==> src/design/sldf_pkg.sv <==
// Package with the phase type, reset values and register map of the sync/length/sum deframer.
`timescale 1ns / 1ps
`default_nettype none

package sldf_pkg;

   typedef enum logic [1:0] {
      PH_HUNT    = 2'd0,
      PH_LEN     = 2'd1,
      PH_PAYLOAD = 2'd2,
      PH_CSUM    = 2'd3
   } phase_type;

   localparam int          BYTE_W      = 8;
   localparam int          ADDR_W      = 3;
   localparam int          DATA_W      = 32;
   localparam logic [7:0]  SYNC_RESET  = 8'hA4;
   localparam logic [0:0]  REG_SYNC_VALUE = 1'b0;

endpackage

`default_nettype wire

==> src/design/sync_length_sum_deframer.sv <==
// Top level of the sync/length/sum deframer: input stage, frame state machine and result register.
`timescale 1ns / 1ps
`default_nettype none

// Channel   Direction  Handshake            Word
// req       in         req_valid/req_stall  req_rx_byte
// rsp       out        rsp_valid/rsp_stall  data, index, end, ok, length, sum
// csr       in/out     psel/penable/pready  sync_value at byte address 0
//
// A byte that gives a result passes from the input register to the result register;
// one byte is accepted per cycle when the output drains.
// Sync, length and non-sync hunting bytes give no result and never stall.
// A byte that gives a result waits in the input register, and stalls the input, while
// the result register holds a stalled word.
// Reset is synchronous and active high; it returns to hunting and restores sync_value.
module sync_length_sum_deframer (
   input  wire logic                        clock,
   input  wire logic                        reset,
   input  wire logic                        req_valid,
   output logic                             req_stall,
   input  wire logic [7:0]                  req_rx_byte,
   output logic                             rsp_valid,
   input  wire logic                        rsp_stall,
   output logic [7:0]                       rsp_data_byte,
   output logic [7:0]                       rsp_byte_index,
   output logic                             rsp_frame_end,
   output logic                             rsp_sum_ok,
   output logic [7:0]                       rsp_payload_length,
   output logic [7:0]                       rsp_computed_sum,
   input  wire logic                        psel,
   input  wire logic                        penable,
   input  wire logic                        pwrite,
   input  wire logic [sldf_pkg::ADDR_W-1:0] paddr,
   input  wire logic [sldf_pkg::DATA_W-1:0] pwdata,
   output logic [sldf_pkg::DATA_W-1:0]      prdata,
   output logic                             pready
);

   logic [7:0]          sync_ff;
   logic                s1_valid_ff;
   logic [7:0]          s1_byte_ff;
   sldf_pkg::phase_type phase_ff, phase_in;
   logic [7:0]          len_ff, len_in;
   logic [7:0]          count_ff, count_in;
   logic [7:0]          sum_ff, sum_in;
   logic [7:0]          new_sum;
   logic [7:0]          new_count;
   logic                has_result;
   logic                s1_advance;
   logic                req_take;
   logic                out_valid_ff;
   logic [7:0]          out_data_ff, out_index_ff, out_len_ff, out_sum_ff;
   logic                out_end_ff, out_ok_ff;
   logic                reg_sel;

   assign pready  = 1'b1;
   assign reg_sel = (paddr[2] == sldf_pkg::REG_SYNC_VALUE);
   assign prdata  = reg_sel ? {{(sldf_pkg::DATA_W-8){1'b0}}, sync_ff} : '0;

   always_ff @(posedge clock) begin
      if (reset) begin
         sync_ff <= sldf_pkg::SYNC_RESET;
      end else if (psel && penable && pwrite && reg_sel) begin
         sync_ff <= pwdata[7:0];
      end
   end

   assign has_result = (phase_ff == sldf_pkg::PH_PAYLOAD) || (phase_ff == sldf_pkg::PH_CSUM);
   assign s1_advance = s1_valid_ff && (!has_result || !out_valid_ff || !rsp_stall);
   assign req_stall  = s1_valid_ff && !s1_advance;
   assign req_take   = req_valid && !req_stall;

   always_ff @(posedge clock) begin
      if (reset) begin
         s1_valid_ff <= 1'b0;
      end else if (req_take) begin
         s1_valid_ff <= 1'b1;
      end else if (s1_advance) begin
         s1_valid_ff <= 1'b0;
      end
   end

   always_ff @(posedge clock) begin
      if (req_take) begin
         s1_byte_ff <= req_rx_byte;
      end
   end

   assign new_sum   = sum_ff + s1_byte_ff;
   assign new_count = count_ff + 8'd1;

   always_comb begin
      phase_in = phase_ff;
      len_in   = len_ff;
      count_in = count_ff;
      sum_in   = sum_ff;
      if (s1_advance) begin
         unique case (phase_ff)
            sldf_pkg::PH_HUNT: begin
               if (s1_byte_ff == sync_ff) begin
                  sum_in   = s1_byte_ff;
                  count_in = 8'd0;
                  phase_in = sldf_pkg::PH_LEN;
               end
            end
            sldf_pkg::PH_LEN: begin
               len_in   = s1_byte_ff;
               sum_in   = new_sum;
               count_in = 8'd0;
               phase_in = (s1_byte_ff == 8'd0) ? sldf_pkg::PH_CSUM : sldf_pkg::PH_PAYLOAD;
            end
            sldf_pkg::PH_PAYLOAD: begin
               sum_in   = new_sum;
               count_in = new_count;
               if (new_count == len_ff) begin
                  phase_in = sldf_pkg::PH_CSUM;
               end
            end
            sldf_pkg::PH_CSUM: begin
               phase_in = sldf_pkg::PH_HUNT;
            end
            default: begin
               phase_in = sldf_pkg::PH_HUNT;
            end
         endcase
      end
   end

   always_ff @(posedge clock) begin
      if (reset) begin
         phase_ff <= sldf_pkg::PH_HUNT;
         len_ff   <= 8'd0;
         count_ff <= 8'd0;
         sum_ff   <= 8'd0;
      end else begin
         phase_ff <= phase_in;
         len_ff   <= len_in;
         count_ff <= count_in;
         sum_ff   <= sum_in;
      end
   end

   always_ff @(posedge clock) begin
      if (reset) begin
         out_valid_ff <= 1'b0;
      end else if (s1_advance && has_result) begin
         out_valid_ff <= 1'b1;
      end else if (!rsp_stall) begin
         out_valid_ff <= 1'b0;
      end
   end

   always_ff @(posedge clock) begin
      if (s1_advance && has_result) begin
         out_data_ff <= s1_byte_ff;
         out_len_ff  <= len_ff;
         if (phase_ff == sldf_pkg::PH_PAYLOAD) begin
            out_index_ff <= count_ff;
            out_end_ff   <= 1'b0;
            out_ok_ff    <= 1'b0;
            out_sum_ff   <= new_sum;
         end else begin
            out_index_ff <= 8'd0;
            out_end_ff   <= 1'b1;
            out_ok_ff    <= (s1_byte_ff == sum_ff);
            out_sum_ff   <= sum_ff;
         end
      end
   end

   assign rsp_valid          = out_valid_ff;
   assign rsp_data_byte      = out_data_ff;
   assign rsp_byte_index     = out_index_ff;
   assign rsp_frame_end      = out_end_ff;
   assign rsp_sum_ok         = out_ok_ff;
   assign rsp_payload_length = out_len_ff;
   assign rsp_computed_sum   = out_sum_ff;

endmodule

`default_nettype wire

==> config.mk <==
export PLATFORM = sky130hd
export DESIGN_NAME = sync_length_sum_deframer
export DESIGN_NICKNAME = d
export VERILOG_FILES = /design/src/design/sldf_pkg.sv /design/src/design/sync_length_sum_deframer.sv
export SDC_FILE = /design/constraint.sdc
export NUM_CORES = 1
export LEC_CHECK = 0
export ABC_AREA = 1
export BUFFER_PORTS_ARGS = -buffer_cell sky130_fd_sc_hd__buf_4
export CAP_MARGIN = 20
export CORE_AREA = 2 2 113 126
export CTS_CLUSTER_SIZE = 10
export DETAILED_ROUTE_END_ITERATION = 16
export DIE_AREA = 0 0 115 128
export SYNTH_ARGS = -nofsm -noshare
export SYNTH_HDL_FRONTEND = slang
export SYNTH_SLANG_ARGS = --single-unit
==> constraint.sdc <==
create_clock -name clock -period 5.72 [get_ports clock]
set_input_delay 0.286 -clock clock [delete_from_list [all_inputs] [get_ports clock]]
set_output_delay 0.286 -clock clock [all_outputs]
set_load 0.005 [all_outputs]
Word-level counts from Yosys, hierarchy flattened
Index checks and enable logic that the tools add are counted.
{"block": "word_totals", "ff_bits": 78, "input_bits": 50, "wordCells": 66}
{"block": "classes", "add_sub_neg": 2, "bitwise_logic": 1, "eq_ne": 9, "reduce_logical": 25, "n_mux": 15}
{"op": "8-bit 2-to-1 mux", "count": 4}
{"op": "8-bit equality test", "count": 3}
{"op": "8-bit case mux with 3 select lines", "count": 1}
{"op": "8-bit case mux with 2 select lines", "count": 1}
{"op": "3-bit AND reduction", "count": 3}
{"op": "8-bit by 1-bit adder with 8-bit output (second input constant)", "count": 1}
{"op": "8-bit adder", "count": 1}
{"op": "8-bit logical NOT", "count": 1}
{"op": "2-bit case mux with 4 select lines", "count": 1}
{"op": "1-bit logical AND", "count": 7}
{"op": "1-bit 2-to-1 mux", "count": 6}
{"op": "1-bit logical NOT", "count": 5}
{"op": "2-bit equality test (second input constant)", "count": 2}
{"op": "2-bit 2-to-1 mux", "count": 2}
{"op": "2-bit != test (second input constant)", "count": 2}
{"op": "2-bit nonzero test", "count": 2}
{"op": "1-bit logical OR", "count": 3}
{"op": "3-bit nonzero test", "count": 1}
{"op": "2-bit by 1-bit equality test with 1-bit output (second input constant)", "count": 1}
{"op": "2-bit logical NOT", "count": 1}
{"op": "2-bit by 1-bit != test with 1-bit output (second input constant)", "count": 1}
{"op": "2-bit AND reduction", "count": 1}
{"op": "2-bit OR reduction", "count": 1}
{"op": "1-bit NOT", "count": 1}

Longest topological paths before layout
{"block": "logic_depth", "ltp_word": 11, "ltp_mapped": 14, "mapped_depth_nobuf": 14}

Worst setup path after synthesis
Ideal clock, no wire load.
{"block": "synth_path", "path_kind": "flip-flop to flip-flop", "startpoint": "reg phase_ff[0]", "endpoint": "reg out_index_ff[0] (netlist: rsp_byte_index[0]), enable pin", "n_path_buf": 0, "path_stages_with_launch": 8, "t_arrival_ps": 1846, "setup_slack_ps": 3485, "t_required_ps": 5331, "cell_sequence": "dfxtp_1 -> inv_1 -> ha_1 -> inv_2 -> nand2_1 -> a21oi_4 -> nand2_1 -> inv_1"}
{"block": "synth_between", "elab_chain_cells": 7, "elab_cells_between_ends": 8, "cone_classes": "eq/ne: 2; reduce/logical: 6"}
{"element": "start: declaration", "line_no": "sync_length_sum_deframer.sv:42", "rtl": "sldf_pkg::phase_type phase_ff, phase_in;"}
{"element": "start signal: assignment", "line_no": "sync_length_sum_deframer.sv:131", "rtl": "phase_ff <= sldf_pkg::PH_HUNT;"}
{"element": "start signal: assignment", "line_no": "sync_length_sum_deframer.sv:136", "rtl": "phase_ff <= phase_in;"}
{"element": "2-bit equality test", "line_no": "sync_length_sum_deframer.sv:68", "rtl": "assign has_result = (phase_ff == sldf_pkg::PH_PAYLOAD) || (phase_ff == sldf_pkg::PH_CSUM);"}
{"element": "1-bit logical OR (*)", "line_no": "sync_length_sum_deframer.sv:68"}
{"element": "1-bit logical NOT", "line_no": "sync_length_sum_deframer.sv:69", "rtl": "assign s1_advance = s1_valid_ff && (!has_result || !out_valid_ff || !rsp_stall);"}
{"element": "1-bit logical OR (2 in a row)", "line_no": "sync_length_sum_deframer.sv:69"}
{"element": "1-bit logical AND", "line_no": "sync_length_sum_deframer.sv:69"}
{"element": "1-bit logical AND (*)", "line_no": "sync_length_sum_deframer.sv:154", "rtl": "if (s1_advance && has_result) begin"}
{"element": "end signal: assignment", "line_no": "sync_length_sum_deframer.sv:158", "rtl": "out_index_ff <= count_ff;"}
{"element": "end: declaration", "line_no": "sync_length_sum_deframer.sv:52", "rtl": "logic [7:0] out_data_ff, out_index_ff, out_len_ff, out_sum_ff;"}
Every way passes the cells marked *; elsewhere a longest branch is shown, timed or not.
A chain may end at the register's enable or synchronous reset.

Worst setup path in the final report
{"block": "layout_path", "startpoint": "reg phase_ff[0]", "endpoint": "reg out_sum_ff[3] (netlist: rsp_computed_sum[3]), enable pin"}
{"block": "layout_between", "elab_chain_cells": 7, "elab_cells_between_ends": 8, "cone_classes": "eq/ne: 2; reduce/logical: 6"}
{"element": "2-bit equality test", "line_no": "sync_length_sum_deframer.sv:68"}
{"element": "1-bit logical OR (*)", "line_no": "sync_length_sum_deframer.sv:68"}
{"element": "1-bit logical NOT", "line_no": "sync_length_sum_deframer.sv:69"}
{"element": "1-bit logical OR (2 in a row)", "line_no": "sync_length_sum_deframer.sv:69"}
{"element": "1-bit logical AND", "line_no": "sync_length_sum_deframer.sv:69"}
{"element": "1-bit logical AND (*)", "line_no": "sync_length_sum_deframer.sv:154"}
{"element": "end signal: assignment", "line_no": "sync_length_sum_deframer.sv:161", "rtl": "out_sum_ff <= new_sum;"}
{"element": "end signal: assignment", "line_no": "sync_length_sum_deframer.sv:166", "rtl": "out_sum_ff <= sum_ff;"}
{"element": "end: declaration", "line_no": "sync_length_sum_deframer.sv:52"}
Marked as above.

==> results.yml <==
run_status:
  outcome: "finished, final reports clean"
power_and_ir_drop:
  powerDensity_nw_per_um2: 271
  p_seq_frac: 0.465
  combPwrFrac: 0.050
  max-vdd-ir-drop_mv: 0.0910
  p_leak_nw: 2.04
  power_frac_clock: 0.485
  switching_share: 0.210
  intPower_w: 0.00104
  p_sw_w: 0.000275
critical_path:
  arrival_ns: 2.70
  criticalPathCategory: "reg2reg"
  reg2reg_depth: 8
  required_ns: 5.71
  cp_max_fo: 34
  crit_path_start_kind: "flop"
  r2r-end: "rsp_computed_sum[3]"
  crit_chain: "inv_1, ha_1, inv_2, nand2_1, a21oi_4, nand2_1, inv_1, buf_4"
  slowest_stage: "dfxtp_1"
  crit_path_max_incr_delay_ns: 0.43
  r2r-start: "phase_ff[0]"
  end_kind: "flop"
  reg2reg_setup_slack_ns: 3.01
clock_tree:
  cts_tree: "done"
  clockBufferDepth: 2
  clk_latency_ns: 0.34
  clk_pin_slew_worst_paths_ns: 0.06
  numCtsBuffers: 9
  h-tree-depth: 3
  cts.repair.resized: 0
  cts-root-buf: "clkbuf_16"
  cts_setup_buffers: 0
  cts_sinks: 78
  cts_hold_buf: 0
flow_run:
  cap_viol_max_count: 0
sta:
  min_period_over_period: 0.475
  max_slew_margin: 0.481
  finalSetupTns_ns: 0
  finalSetupViolations: 0
  hold_viol: 0
  timing.fmax_ghz: 0.368
  setup_ws_ns: 3.01
  slew_viol_final: 0
  fin_crit_ns: 2.71
  max_slew.worst_pin.slew_ns: 0.774
  skew_ns: 0.00812
  rsz0062_at_grt: "no"
floorplanning:
  boundaryPins: 119
  core-area_um2: 13500
  die_width_um: 115
  dieHeight_um: 128
  rows: 45
  die-area_um2: 14700
  initial_core_util: 0.291
synthesis:
  yosys.cell_count.top_type: "nand2_1"
  synth-warning-count: 0
  ys_seq_elements: 78
  synthCells: 463
  synth_top_area_cell: "edfxtp_1"
  synthTopCellsByArea: "edfxtp_1 (32%), dfxtp_1 (18%), nand2_1 (9.3%), inv_1 (5.0%), buf_4 (4.8%)"
  synth_top_area_share: 0.321
  synth_top_cells_by_count: "nand2_1 (98), inv_1 (52), nor2_1 (46)"
  async_flop_share: 0
  synth_edf_count: 42
  synthFlopType: "edfxtp_1"
  synth_cell_types: 33
  avgSynthCellArea_um2: 8.50
  ys_seq_area_frac: 0.504
  syn_area_um2: 3940
placement:
  placed_cells: 681
  place_ws_ns: 2.94
  portBuffers: 67
  place.gp.congestion: 0.848
  post_dp_cell_area_um2: 4490
  hpwl_um: 6400
layout:
  design_area_um2: 4840
  nets: 591
  finalNonFillerCells: 697
  area_growth_pct: 23.1
  drive_gt1_frac: 0.174
  diodes: 0
route:
  vias: 3155
  totalWireLength_um: 8890
  drt-initial-drc-count: 158
  drtPass1Iterations: 4
  drt-wirelength-per-cell_um: 12.7
  drc_errors: 0
  vias_per_cell: 4.53
  drtAntennaViolNets: 0
hold_path:
  hold-path-endpoint: "s1_byte_ff[0]"
  whs_path_depth: 1
  holdCritPathClass: "in2reg"
  hp-start: "req_rx_byte[0]"
global_routing:
  grt_usage: 0.123
  grt_pass1_wl_um: 14000
  grt.overflow.total: 0
  antenna_found_initial: 0
  grt_max_degree: 35
  first_global_vias: 2949
[sequential cells by signal, indices dropped and copies added (netlist names), 8 cells and up]
name                flops
len_ff                  8
s1_byte_ff              8
rsp_data_byte           8
sync_ff                 8
sum_ff                  8
rsp_payload_length      8
rsp_byte_index          8
rsp_computed_sum        8
count_ff                8
[layout make-up]
type | count | area [um^2]
inverter | 56 | 210
sequential | 78 | 1980
fill | 1380 | 8670
clock buffer | 14 | 339
clock inverter | 2 | 11.3
timing repair buffer | 68 | 510
multi-input combinational | 315 | 1590
tap | 164 | 205
[placed cells by master, fill, tap and decap left out, types with 2 or more instances in the layout]
| cell type | n |
|---|---|
| a21oi_1 | 32 |
| a21oi_4 | 2 |
| buf_4 | 68 |
| clkbuf_16 | 13 |
| clkinv_1 | 2 |
| conb_1 | 25 |
| dfxtp_1 | 36 |
| edfxtp_1 | 42 |
| ha_1 | 12 |
| inv_1 | 52 |
| inv_2 | 2 |
| nand2_1 | 98 |
| nand2_2 | 2 |
| nand3_1 | 26 |
| nand4_1 | 4 |
| nor2_1 | 46 |
| nor4_1 | 2 |
| o211ai_1 | 3 |
| o21ai_0 | 37 |
| o21ai_1 | 5 |
| xnor2_1 | 7 |
| xor2_1 | 5 |
[worst max path at each step]
stage	from	to	slack (ns)
detailed placement	phase_ff[0]	rsp_data_byte[7]	2.94
floorplan	phase_ff[0]	rsp_byte_index[0]	3.49
global route	phase_ff[0]	rsp_computed_sum[3]	2.76
CTS	phase_ff[0]	rsp_data_byte[7]	2.93
global placement	phase_ff[0]	rsp_computed_sum[1]	3.05
finish	phase_ff[0]	rsp_computed_sum[3]	3.01
[metrics by stage]
step | hold slack, ns | util | power (W)
6_report | 0.120 | 0.358 | 0.00131
5_1_grt | 0.111 | 0.358 | 0.00136
2_1_floorplan | 0.385 | - | 0.000669
3_5_place_dp | 0.458 | 0.333 | 0.000688
3_3_place_gp | 0.455 | 0.333 | 0.000686
4_1_cts | 0.112 | 0.358 | 0.00133
[routing by layer]
metal,global-route usage,up-vias,part of all wire
met2,0.202,115,0.47
met4,0.0652,0,0.023
met5,0,-,0
met3,0.0232,13,0.060
li1,-,1601,-
met1,0.152,1426,0.45
[worst max-delay path: cells and delay by family, from the launching register on]
family,cells,cell delay (ns)
and+or+nand+nor,2,0.29
adders and majority gates,1,0.43
buffers and inverters,4,0.93
DFF,1,0.43
AOI/OAI and AO/OA,1,0.24
[logic make-up after synthesis]
group / after synthesis / synth area share
buf+inv: 93 / 0.115
fa+ha+maj: 13 / 0.0432
flops: 78 / 0.504
simple gates: 183 / 0.192
other cells: 2 / 0.00191
xor+xnor: 12 / 0.0267
compound gates: 82 / 0.117
[power groups by stage]
stage	logic (W)	registers, W	clock network [W]
5_1_grt	0.0000742	0.000612	0.000674
2_1_floorplan	0.0000543	0.000615	0
3_3_place_gp	0.0000637	0.000623	0
3_5_place_dp	0.0000650	0.000623	0
6_report	0.0000652	0.000610	0.000636
4_1_cts	0.0000652	0.000611	0.000651
(Power assumes the default switching activity.)
